[config.mk]
export PLATFORM = sky130hd
export DESIGN_NAME = fpa_queue
export DESIGN_NICKNAME = d
export VERILOG_FILES = /design/src/fpa_pkg.sv /design/src/fpa_queue.sv
export SDC_FILE = /design/constraint.sdc
export NUM_CORES = 1
export LEC_CHECK = 0
export ABC_AREA = 1
export BUFFER_PORTS_ARGS = -buffer_cell sky130_fd_sc_hd__buf_2
export CORE_ASPECT_RATIO = 1.25
export CORE_UTILIZATION = 25
export CTS_CLUSTER_SIZE = 30
export DETAILED_ROUTE_END_ITERATION = 10
export HOLD_SLACK_MARGIN = 0.05
export PLACE_DENSITY = 0.5
export SYNTH_ARGS = -nofsm -noshare
export SYNTH_HDL_FRONTEND = slang
export SYNTH_SLANG_ARGS = --single-unit
[constraint.sdc]
create_clock -name clk -period 4.6 [get_ports clk]
set_clock_uncertainty 0.05 [all_clocks]
set_input_delay 0.23 -clock clk [delete_from_list [all_inputs] [get_ports clk]]
set_output_delay 0.23 -clock clk [all_outputs]
set_load 0.02 [all_outputs]
[src/fpa_pkg.sv]
// Shared types and constants for the fixed-point ALU.
package fpa_pkg;

  localparam int FRAC_BITS_DEF = 8;
  localparam int DATA_W        = 32;
  localparam int QUEUE_DEPTH   = 4;

  typedef enum logic [3:0] {
    OP_ADD     = 4'd0,
    OP_SUB     = 4'd1,
    OP_MUL     = 4'd2,
    OP_DIV     = 4'd3,
    OP_GT      = 4'd4,
    OP_LT      = 4'd5,
    OP_GE      = 4'd6,
    OP_LE      = 4'd7,
    OP_EQ      = 4'd8,
    OP_NE      = 4'd9,
    OP_MIN     = 4'd10,
    OP_MAX     = 4'd11,
    OP_INC     = 4'd12,
    OP_DEC     = 4'd13,
    OP_FROM_INT = 4'd14,
    OP_TO_INT  = 4'd15
  } op_t;

  typedef struct packed {
    op_t               op;
    logic              is_div;
    logic              div_zero;
    logic [DATA_W-1:0] a;
    logic [DATA_W-1:0] b;
  } item_t;

endpackage

[src/fpa_queue.sv]
// Short queue between the front end and the execution pipeline.
module fpa_queue import fpa_pkg::*; (
  input  logic  clk,
  input  logic  rst_n,
  input  logic  push,
  input  item_t push_item,
  input  logic  pop,
  output logic  full,
  output logic  not_empty,
  output item_t head_item
);

  localparam int DEPTH = QUEUE_DEPTH;
  localparam int AW    = $clog2(DEPTH);
  localparam int CW    = $clog2(DEPTH + 1);

  item_t          mem_r [DEPTH];
  logic [AW-1:0]  head_r, tail_r;
  logic [CW-1:0]  cnt_r;
  logic           do_pop;

  assign full      = (cnt_r == CW'(DEPTH));
  assign not_empty = (cnt_r != '0);
  assign head_item = mem_r[head_r];
  assign do_pop    = pop && not_empty;

  always_ff @(posedge clk) begin
    if (push) begin
      mem_r[tail_r] <= push_item;
    end
  end

  always_ff @(posedge clk) begin
    if (!rst_n) begin
      head_r <= '0;
      tail_r <= '0;
      cnt_r  <= '0;
    end else begin
      if (push) begin
        tail_r <= (tail_r == AW'(DEPTH - 1)) ? '0 : tail_r + 1'b1;
      end
      if (do_pop) begin
        head_r <= (head_r == AW'(DEPTH - 1)) ? '0 : head_r + 1'b1;
      end
      if (push && !do_pop) begin
        cnt_r <= cnt_r + 1'b1;
      end else if (!push && do_pop) begin
        cnt_r <= cnt_r - 1'b1;
      end
    end
  end

endmodule

==> reports/qor.txt <==
post-synth cell types -> 23
synthesis-stage register bit count -> 289
CTS Buffer Depth -> 3
synthesized area -> 0.0114 mm2
area of the multi-input gates -> 0.00246 mm2
Clock Latency Late Sink -> 0.56 ns
vias in the first global route -> 6,650
Synthesized Nets -> 821
worst hold path class -> in2reg
GRT overflow -> 0
Tot Pwr -> 7.73 mW
routability cong. -> 0.677
CP endpoint kind -> output port
max-slew violations -> 0
fin crit share -> 0.628
Wirelength per Cell -> 16.8 um
Final TNS setup -> 0 ns
root cell of the clock tree -> clkbuf_16
Post-synth top flop -> edfxtp_1
RSZ-0062 raised after global routing -> false
starting density of the core -> 0.253
pwr dens -> 538 mW/mm2
Slowest cell on crit path -> inv_8
I/O pin total -> 146
mux cell area share after synthesis -> 0
core area -> 0.0451 mm2
sequential standard cell area -> 0.00859 mm2
critical path class -> reg2out
Crit Path Max Fanout -> 85
Die Span Y -> 241 um
Post-Synth Adder-Cell Area -> 0.00832
failing checks -> DRC
initial antenna violation count -> 3
DIE AREA -> 0.0466 mm2
via count -> 6,669
Final setup viols -> 0
global-route wire length before repair -> 38,600 um
min Tclk post-route -> 2.89 ns
leakage -> 4.93 nW
Rows -> 87
Max-Cap Viols -> 0
total CTS buffers -> 31
H-tree depth -> 1
status -> finished, violations left
WL final -> 26,200 um
XOR/XNOR Fraction of Synth Area -> 0.000767
CP max stage delay -> 0.60 ns
CTS tree -> built
Synth Area in Simple Gates -> 0.0824
Max VDD drop -> 0.261 mV
postcts setup bufs -> 0
Nets -> 1,040
# fillers -> 4,468
DR pass1 iterations -> 9
Placed Area -> 0.0127 mm2
Post-Place Setup Slack -> 2.03 ns
share of layout cells above drive strength 1 -> 0.290
ys async rst share -> 0
Post-Syn Instances -> 740
final core occ -> 0.319
Die Wd -> 193 um
largest net degree at the start of global routing -> 86
Final Hold Vio Count -> 0
Final Worst Setup Slack -> 1.71 ns
main combinational cell family by area after synthesis -> compound AO/OA/AOI/OAI gates
Total GRT Usage -> 0.111
Slew HR -> 0.364
Routed Antenna Nets -> 0
Startpoint Class -> flop
1st-iter DRT viols -> 305
worst-margin pin slew -> 0.953 ns
achievable clock frequency -> 346 MHz
reg2reg setup slack -> 2.16 ns
Avg Inst Size Synth -> 15.4 um2
fin area -> 0.0144 mm2
via/cell ratio -> 4.27
dpl hpwl -> 14,600 um
post-synthesis sequential area ratio -> 0.752
Cell Chain, Critical Path -> inv_8 -> buf_12 -> nor2_1 -> o22ai_1 -> buf_2
clk slew on worst S/H paths -> 0.06 ns
YS warnings -> 0
WP data arrival -> 2.61 ns
Critical Path RT -> 4.32 ns
DR DRC count -> 2
Synth Area in Compound Gates -> 0.124
Post-synth EDFFs -> 280
CTS sink cnt -> 289
Port Buffers -> 145
area grow syn2layout -> 25.8%
worst max-delay path: cells and delay by family, from the launching register on:
kind | cells | cell delay [ns]
compound gates | 1 | 0.26
simple gates | 1 | 0.07
buf+inv | 3 | 1.20
flops | 1 | 0.50
cell type report:
| class | instances | share of cell area |
|---|---|---|
| clock inverters | 15 | 0.00940 |
| multi-input cells | 391 | 0.171 |
| clock buffers | 41 | 0.0566 |
| repair buffers | 230 | 0.109 |
| flip-flops and latches | 289 | 0.598 |
| diodes | 1 | 0.000174 |
| well taps | 578 | 0.0503 |
| inverters | 16 | 0.00505 |
synth_stat cells, types with 9 or more instances:
master / count / area share
buf_2: 10 / 0.0044
clkbuf_1: 22 / 0.0072
dfxtp_1: 9 / 0.016
edfxtp_1: 280 / 0.74
inv_1: 15 / 0.0049
nand2_1: 13 / 0.0043
nor2_1: 110 / 0.036
nor2_4: 40 / 0.039
o21ai_0: 112 / 0.049
o21ai_1: 30 / 0.013
o22ai_1: 30 / 0.016
o22ai_2: 40 / 0.044
metal layers:
metal,part of all wire,wire [um],global-route usage
met1,0.43,11300,0.136
met2,0.50,13100,0.193
met3,0.051,1330,0.0262
met4,0.016,427,0.0322
met5,0.0012,31,0
flip-flops by register name (all words and copies together), names as in the netlist, named ones only:
name,flops
head_r,2
cnt_r,3
tail_r,2
mem_r,280
final timing paths:
kind,from,endpoint,cells past startpoint
worst min-delay path,push_item[28],mem_r[2][28],2
worst min register to register,cnt_r[2],cnt_r[2],3
worst max register to register,tail_r[0],mem_r[2][57],5
worst max-delay path,flop,head_item[26],5
report_power, final:
| part | switching (mW) | internal (mW) | total, mW |
|---|---|---|---|
| Combinational | 1.52 | 0.730 | 2.25 |
| Clock | 0.984 | 1.35 | 2.33 |
| Sequential | 0.115 | 3.03 | 3.15 |
layout by cell type (no fill, tap or decap), types with 7 or more instances in the layout:
cell | synthesis | final
edfxtp_1 | 280 | 280
buf_2 | 10 | 145
o21ai_0 | 112 | 112
nor2_1 | 110 | 110
dlygate4sd3_1 | 0 | 73
nor2_4 | 40 | 40
o22ai_2 | 40 | 40
clkbuf_16 | 0 | 31
o21ai_1 | 30 | 30
o22ai_1 | 30 | 30
nand2_1 | 13 | 13
inv_1 | 15 | 10
clkbuf_1 | 22 | 10
buf_4 | 0 | 10
clkinv_2 | 0 | 7
dfxtp_1 | 9 | 7
logic make-up (layout without fill, tap and decap cells):
group / Yosys count / count (layout)
simple gates: 168 / 168
xor+xnor: 1 / 1
compound gates: 215 / 215
flops: 289 / 289
fa+ha+maj: 7 / 7
buf+inv: 60 / 302
other cells: 0 / 1
through the flow:
| stage | instances | hold WS [ns] |
|---|---|---|
| after detailed placement | 1431 | 0.398 |
| after global placement | 1431 | 0.395 |
| after global routing | 1561 | 0.329 |
| after CTS | 1560 | 0.320 |
| final | 1561 | 0.357 |
| after floorplan | 740 | 0.279 |
what timing repair did:
| action | CTS | global route |
|---|---|---|
| endpoints found under the hold margin | 289 | 0 |
| hold buffers | 73 | 0 |
| resized for setup | 0 | 0 |
Power figures use the tool's default switching activity.
