===== config.mk =====
export PLATFORM = sky130hd
export DESIGN_NAME = fpa_front
export DESIGN_NICKNAME = d
export VERILOG_FILES = /design/src/fpa_pkg.sv /design/src/fpa_front.sv
export SDC_FILE = /design/constraint.sdc
export NUM_CORES = 1
export LEC_CHECK = 0
export BUFFER_PORTS_ARGS = -buffer_cell sky130_fd_sc_hd__buf_4
export CAP_MARGIN = 40
export CELL_PAD_IN_SITES_DETAIL_PLACEMENT = 1
export CELL_PAD_IN_SITES_GLOBAL_PLACEMENT = 1
export CORE_ASPECT_RATIO = 1.5
export CORE_MARGIN = 5
export CORE_UTILIZATION = 12
export DETAILED_ROUTE_END_ITERATION = 10
export PLACE_DENSITY_LB_ADDON = 0.3
export SYNTH_ARGS = -nofsm -noshare
export SYNTH_HDL_FRONTEND = slang
export SYNTH_SLANG_ARGS = --single-unit

===== constraint.sdc =====
create_clock -name vclk -period 0.8
set_input_delay 0.04 -clock vclk [all_inputs]
set_output_delay 0.04 -clock vclk [all_outputs]
set_load 0.05 [all_outputs]

===== src/fpa_pkg.sv =====
// Shared types and constants for the fixed-point ALU.
package fpa_pkg;

  localparam int FRAC_BITS_DEF = 8;
  localparam int DATA_W        = 32;
  localparam int QUEUE_DEPTH   = 4;

  typedef enum logic [3:0] {
    OP_ADD     = 4'd0,
    OP_SUB     = 4'd1,
    OP_MUL     = 4'd2,
    OP_DIV     = 4'd3,
    OP_GT      = 4'd4,
    OP_LT      = 4'd5,
    OP_GE      = 4'd6,
    OP_LE      = 4'd7,
    OP_EQ      = 4'd8,
    OP_NE      = 4'd9,
    OP_MIN     = 4'd10,
    OP_MAX     = 4'd11,
    OP_INC     = 4'd12,
    OP_DEC     = 4'd13,
    OP_FROM_INT = 4'd14,
    OP_TO_INT  = 4'd15
  } op_t;

  typedef struct packed {
    op_t               op;
    logic              is_div;
    logic              div_zero;
    logic [DATA_W-1:0] a;
    logic [DATA_W-1:0] b;
  } item_t;

endpackage


===== src/fpa_front.sv =====
// Front end: accepts operations and classifies them for the queue.
module fpa_front import fpa_pkg::*; (
  input  logic                     in_valid,
  output logic                     in_stall,
  input  logic [3:0]               in_op,
  input  logic signed [DATA_W-1:0] in_operand_a,
  input  logic signed [DATA_W-1:0] in_operand_b,
  input  logic                     q_full,
  output logic                     q_push,
  output item_t                    q_item
);

  assign in_stall = q_full;
  assign q_push   = in_valid && !q_full;

  always_comb begin
    q_item.op       = op_t'(in_op);
    q_item.is_div   = (op_t'(in_op) == OP_DIV);
    q_item.div_zero = (in_operand_b == '0);
    q_item.a        = in_operand_a;
    q_item.b        = in_operand_b;
  end

endmodule


==> results of run 1 <==
==> cell families after synthesis <==
| kind of cell | count (synthesis) | share of synthesized area, % |
|---|---|---|
| and+or+nand+nor | 14 | 14.5 |
| buffers and inverters | 69 | 85.5 |
==> how the worst max path moves through the flow <==
stage,endpoint,slack [ns],startpoint
floorplan,q_item[64],0.003,in_operand_b[9]
global placement,q_item[64],-0.36,in_operand_b[5]
detailed placement,q_item[64],-0.36,in_operand_b[5]
CTS,q_item[64],-0.23,in_operand_b[14]
global route,q_item[64],-0.24,in_operand_b[5]
finish,q_item[64],-0.20,in_operand_b[5]
==> layer usage <==
metal  track usage (%)  part of all wire, %
met3              1.39                   21
met5                 0                    0
met2              11.1                   43
met1              5.00                   27
met4              5.21                  9.8
==> power by group through the flow <==
stage	logic (uW)	registers (uW)	clock network (uW)
floorplan	959	0	0
global route	830	0	0
detailed placement	773	0	0
CTS	805	0	0
global placement	769	0	0
finish	796	0	0
==> stage by stage <==
stage          setup slack, ns  hold WS [ns]  power [uW]
3_3_place_gp            -0.357        0.0803         769
5_1_grt                 -0.245        0.0801         830
2_1_floorplan          0.00250         0.181         959
4_1_cts                 -0.226        0.0803         805
6_report                -0.202        0.0800         796
3_5_place_dp            -0.356        0.0803         773
==> synth_stat cells <==
cell type / instances / area [sq um]
buf_4: 69 / 518
nand2_1: 1 / 3.75
nand4_1: 2 / 12.5
nor2_1: 1 / 3.75
nor2b_1: 1 / 6.26
nor3_1: 1 / 5.00
nor4_1: 7 / 43.8
nor4_2: 1 / 12.5
==> cell type report <==
| type | count | area [sq um] |
|---|---|---|
| timing repair buffer | 87 | 676 |
| fill | 571 | 3920 |
| tap | 66 | 82.6 |
| multi-input combinational | 14 | 173 |
==> repair_timing <==
item | 4_1_cts | 5_1_grt
resized for setup | 10 | 2
setup endpoints to repair | 1 | 1
cloned | 0 | 0
setup buffers | 0 | 0
pin swaps | 4 | 4
==> critical path, cell delays in order <==
cell     delay [ns]
buf_6          0.10
nor4_4         0.28
nand4_1        0.23
nor2_4         0.17
buf_8          0.15
==> impl_metrics.ini, run 1 <==
[outcome]
status = complete, but fails checks
violations = setup timing

[logic_synthesis]
seq_area_frac_synth_pct = 0
ys_types = 8
synth_nets = 153
avgSynthCellArea_sq_um = 7.30
postSynthCellCount = 83
yosys_warnings = 0
synth_area_sq_um = 606

[setup_path]
worst-path-max-fanout = 2
cp.required_ns = 0.76
endpoint_kind = output port
start_kind = input port
worstSetupPathType = input port to output port
arrival_ns = 0.96

[pwr]
netSwitchingFraction_pct = 62.7
irDropWorstVdd_uv = 182
power_frac_clock_pct = 0
power_density_nw_per_um2 = 855
pwr-share-seq_pct = 0
p_int_uw = 297
power.leakage_uw = 0.000447
switching_power_uw = 499
p_comb_share_pct = 100.0

[layout]
diodes = 0
fin_cells = 167
final_util_pct = 19.2
final.clkbuf_count = 0
areaGrowthSynthToFinish_pct = 53.7
drive_gt1_share_pct = 95.0
layout_commonest_cell = buf_4
nets = 173
stdcell_area_sq_um = 931
design.seq.count = 0
mostFrequentLayoutCells = buf_4 (82), nor4_4 (4), buf_6 (4)
regArea_sq_um = 0

[floorplan]
fp.dieH_um = 97.0
dieArea_sq_um = 6600
fp.dieW_um = 68
core_area_sq_um = 4850
initial_core_util_pct = 12.5
io_pins = 142
core.rowCount = 31

[grt]
grt_max_degree = 3
grt_pass1_wl_mm = 3.19
grt_overflow_total = 0
antenna_found_initial = 0
grt.total_usage_pct = 6.05
first_global_vias = 716

[placement]
place.gp.congestion = 0.677
place_area_sq_um = 861
place.port_buffers = 78
dp_cells = 167
hpwl_mm = 2.16

[hold_path]
hold_path.class = input port to output port
hold_start = in_operand_a[2]
holdPathStages = 0
min_to = q_item[34]

[sta]
rsz0062_at_grt = yes
fmax_mhz = 998
tns_ns = -0.202
drv_slew = 0
fin_crit_sh_pct = 125
fin_ws_ns = -0.202
worstMarginPinSlew_ns = 0.245
period_needed_ns = 1.00
setup_viol = 1
slew_headroom_pct = 83.5
hold_violations = 0

[detailed_routing]
via_per_inst = 3.46
drt-total-wl_mm = 2.35
antenna_left = 0
post_drt_wl_per_cell_um = 14.1
vias = 577
drcViolationCount = 0
drt_iter0_drc = 0
firstDrtPassIters = 1

[flow_run]
maxCapViolCount = 0

[clock_tree]
holdBufCountCts = 0
No activity file was read; power rests on OpenSTA's default activity.
==> run 2, diff against run 1 <==
--- a/config.mk
+++ b/config.mk
@@ -13,7 +13,7 @@
 export CORE_MARGIN = 5
 export CORE_UTILIZATION = 12
 export DETAILED_ROUTE_END_ITERATION = 10
-export PLACE_DENSITY_LB_ADDON = 0.3
+export PLACE_DENSITY = 0.89
 export SYNTH_ARGS = -nofsm -noshare
 export SYNTH_HDL_FRONTEND = slang
 export SYNTH_SLANG_ARGS = --single-unit
==> impl_metrics.ini, run 2 (synthesis gave the netlist of run 1 again) <==
[outcome]
status = complete, but fails checks
violations = setup timing

[sta]
slew_headroom_pct = 85.6
fmax_mhz = 1050
hold_violations = 0
drv_slew = 0
tns_ns = -0.149
setup_viol = 1
worstMarginPinSlew_ns = 0.214
rsz0062_at_grt = yes
fin_crit_sh_pct = 119
fin_ws_ns = -0.149
period_needed_ns = 0.949

[layout]
drive_gt1_share_pct = 95.0
fillers = 573
mostFrequentLayoutCells = buf_4 (78), nor4_4 (7), buf_6 (7)
layout_commonest_cell = buf_4
final.clkbuf_count = 0
nets = 172
regArea_sq_um = 0
diodes = 0
design.seq.count = 0
areaGrowthSynthToFinish_pct = 58.7

[detailed_routing]
antenna_left = 0
firstDrtPassIters = 2
post_drt_wl_per_cell_um = 15.3
drcViolationCount = 0
drt_iter0_drc = 1
vias = 564
via_per_inst = 3.40
drt-total-wl_mm = 2.54

[clock_tree]
holdBufCountCts = 0

[floorplan]
initial_core_util_pct = 12.5
core.rowCount = 31
io_pins = 142
core_area_sq_um = 4850
dieArea_sq_um = 6600
fp.dieW_um = 68
fp.dieH_um = 97.0

[hold_path]
min_to = q_item[39]
hold_start = in_operand_a[7]
holdPathStages = 0
hold_path.class = input port to output port

[pwr]
p_int_uw = 303
power.leakage_uw = 0.000450
power_frac_clock_pct = 0
p_comb_share_pct = 100.0
netSwitchingFraction_pct = 62.9
switching_power_uw = 514
power_density_nw_per_um2 = 850
pwr-share-seq_pct = 0
irDropWorstVdd_uv = 138
p_total_uw = 817

[flow_run]
maxCapViolCount = 0

[setup_path]
cp.required_ns = 0.76
endpoint_kind = output port
worstSetupPathType = input port to output port
arrival_ns = 0.91
start_kind = input port
worst-path-max-fanout = 2

[grt]
first_global_vias = 648
grt.total_usage_pct = 6.50
grt_overflow_total = 0
antenna_found_initial = 0
grt_pass1_wl_mm = 3.26
grt_max_degree = 3

[placement]
hpwl_mm = 2.34
place_ws_ns = -0.310
place.port_buffers = 78
place.gp.congestion = 0.630
[run 2: cell count changes in the layout (fill, tap and decap cells not counted)]
| cell | before | now |
|---|---|---|
| buf_4 | 82 | 78 |
| buf_6 | 4 | 7 |
| nor4_2 | 3 | 0 |
| nor4_4 | 4 | 7 |
[run 2: cell type report]
cell class                 instances  area (sq um)  area share [%]
tap                               66          82.6            8.59
multi-input combinational         14           199            20.7
timing repair buffer              86           679            70.7
[run 2: repair_timing]
action / CTS / global route
setup endpoints to repair: 1 / 1
pin swaps: 5 / 3
setup buffers: 0 / 0
resized for setup: 11 / 7
[run 2: how the worst max path moves through the flow]
stage,start,end,cells after the start
6_report,in_operand_b[8],q_item[64],5
5_1_grt,in_operand_b[17],q_item[64],5
4_1_cts,in_operand_b[2],q_item[64],5
3_5_place_dp,in_operand_b[1],q_item[64],5
3_3_place_gp,in_operand_b[1],q_item[64],5
2_1_floorplan,in_operand_b[9],q_item[64],3
[run 2: through the flow]
| step | hold WS, ns | area (sq um) | utilization (%) | cells |
|---|---|---|---|---|
| 5_1_grt | 0.0801 | 961 | 19.8 | 166 |
| 3_3_place_gp | 0.0803 | 853 | 17.6 | 166 |
| 2_1_floorplan | 0.181 | 643 | - | 83 |
| 6_report | 0.0800 | 961 | 19.8 | 166 |
| 3_5_place_dp | 0.0803 | 853 | 17.6 | 166 |
| 4_1_cts | 0.0803 | 917 | 18.9 | 166 |
[run 2: power by group through the flow]
stage	Combinational [uW]	Sequential, uW	Clock (uW)
after CTS	805	0	0
after floorplan	959	0	0
after detailed placement	774	0	0
after global placement	763	0	0
final	817	0	0
after global routing	851	0	0
[run 2: metal layers]
metal	GRT usage, %	vias up	wire length [um]
met5	0	-	0
met2	13.0	67	1290
met4	5.51	0	209
li1	-	236	-
met1	3.75	235	488
met3	2.55	26	559
[run 2: worst max-delay path, stage by stage]
cell     delay (ns)
buf_4          0.12
nor4_4         0.25
nand4_1        0.20
nor2_4         0.14
buf_8          0.15
==> run 3, diff against run 2 <==
--- a/config.mk
+++ b/config.mk
@@ -9,11 +9,11 @@
 export CAP_MARGIN = 40
 export CELL_PAD_IN_SITES_DETAIL_PLACEMENT = 1
 export CELL_PAD_IN_SITES_GLOBAL_PLACEMENT = 1
-export CORE_ASPECT_RATIO = 1.5
 export CORE_MARGIN = 5
-export CORE_UTILIZATION = 12
+export CORE_UTILIZATION = 11
 export DETAILED_ROUTE_END_ITERATION = 10
-export PLACE_DENSITY = 0.89
+export PLACE_DENSITY = 0.86
+export REMOVE_ABC_BUFFERS = 1
 export SYNTH_ARGS = -nofsm -noshare
 export SYNTH_HDL_FRONTEND = slang
 export SYNTH_SLANG_ARGS = --single-unit
==> constraint.sdc (replaced) <==
create_clock -name vclk -period 0.85
set_input_delay 0.0425 -clock vclk [all_inputs]
set_output_delay 0.0425 -clock vclk [all_outputs]
set_load 0.05 [all_outputs]
==> impl_metrics.ini, run 3 (synthesis gave the netlist of run 1 again) <==
[setup_path]
worst_path_largest_cell_delay_ns = 0.27
crit_top_cell = buf_6
start_kind = input port
crit_slowest_cell = nor4_4
cp.required_ns = 0.81
cp_cell_sequence = buf_6, nor4_4, nand4_1, nor2_2, buf_6
worst-path-max-fanout = 2
endpoint_kind = output port
worstSetupPathType = input port to output port
arrival_ns = 0.93

[outcome]
violations = setup timing
status = complete, but fails checks

[sta]
setup_viol = 1
fin_worst_hold_slack_ns = 0.0855
fin_crit_sh_pct = 114
worstMarginPinSlew_ns = 0.255
drv_slew = 0
fin_ws_ns = -0.122
rsz0062_at_grt = yes
period_needed_ns = 0.972
fmax_mhz = 1030
tns_ns = -0.122
hold_violations = 0
slew_headroom_pct = 82.9

[grt]
grt_overflow_total = 0
grt_pass1_wl_mm = 4.17
grt.total_usage_pct = 7.73
first_global_vias = 726
antenna_found_initial = 0
grt_max_degree = 3

[clock_tree]
holdBufCountCts = 0
post-cts-setup-buffer-count = 0

[detailed_routing]
drcViolationCount = 0
drt_iter0_drc = 5
vias = 604
antenna_left = 0
drt-met1-wl_mm = 1.26
post_drt_wl_per_cell_um = 18.4
met3_length_um = 692
via_per_inst = 3.49
firstDrtPassIters = 4
maxUsedRoutingLayer = met3
dr_wl_met2_mm = 1.23
drt-total-wl_mm = 3.18

[placement]
place_ws_ns = -0.294
hpwl_mm = 2.73
place.gp.congestion = 0.830
place.port_buffers = 78
place_area_sq_um = 831

[pwr]
p_int_uw = 282
netSwitchingFraction_pct = 62.2
p_comb_share_pct = 100.0
power_density_nw_per_um2 = 811
power_frac_clock_pct = 0
pwr-share-seq_pct = 0
switching_power_uw = 465
irDropWorstVdd_uv = 208
power.leakage_uw = 0.000446

[floorplan]
dieArea_sq_um = 7090
io_pins = 142
initial_core_util_pct = 11.1
fp.dieW_um = 84.2
core.rowCount = 27
fp.dieH_um = 84.2
core_area_sq_um = 5440

[layout]
final.clkbuf_count = 0
final_util_pct = 16.9
layout_commonest_cell = buf_4
areaGrowthSynthToFinish_pct = 52.1
drive_gt1_share_pct = 93.1
mostFrequentLayoutCells = buf_4 (80), buf_6 (6), nor4_4 (3), nor4_2 (3)
nets = 173
design.seq.count = 0
stdcell_area_sq_um = 921
diodes = 0
regArea_sq_um = 0

[hold_path]
hold_path.class = input port to output port

[flow_run]
maxCapViolCount = 0
-- run 3: cell count changes in the layout (fill, tap and decap cells not counted), sizes merged --
| cell | before | now |
|---|---|---|
| buf | 86 | 87 |
-- run 3: worst paths after layout --
path                        startpoint          to  slack (ns)  cells after the start
worst max-delay path  in_operand_b[20]  q_item[64]       -0.12                      5
worst min-delay path  in_operand_a[11]  q_item[43]        0.09                      0
-- run 3: layout make-up --
class	count	area, sq um
fill	661	4520
tap	72	90.1
timing repair buffer	87	683
multi-input combinational	14	148
-- run 3: timing repair --
item / in CTS / in global routing
gates resized for setup: 10 / 7
pin swaps: 4 / 5
setup endpoints to repair: 1 / 1
-- run 3: metal layers --
layer / GRT usage (%) / up-vias
met3: 7.36 / 0
met1: 9.38 / 259
met5: 0 / -
li1: - / 237
met2: 10.5 / 108
met4: 0 / 0
-- run 3: critical path, delay by kind of cell --
family                 cells  cell delay (ns)
AND/OR/NAND/NOR            3             0.62
buffers and inverters      2             0.27
-- run 3: per-stage QoR --
step	power, uW	cells
floorplan	24.5	14
global placement	707	173
detailed placement	716	173
CTS	741	173
global route	778	173
finish	746	173
-- run 3: power by group through the flow --
stage / clock network (uW) / logic, uW / registers (uW)
2_1_floorplan: 0 / 24.5 / 0
3_3_place_gp: 0 / 707 / 0
3_5_place_dp: 0 / 716 / 0
4_1_cts: 0 / 741 / 0
5_1_grt: 0 / 778 / 0
6_report: 0 / 746 / 0
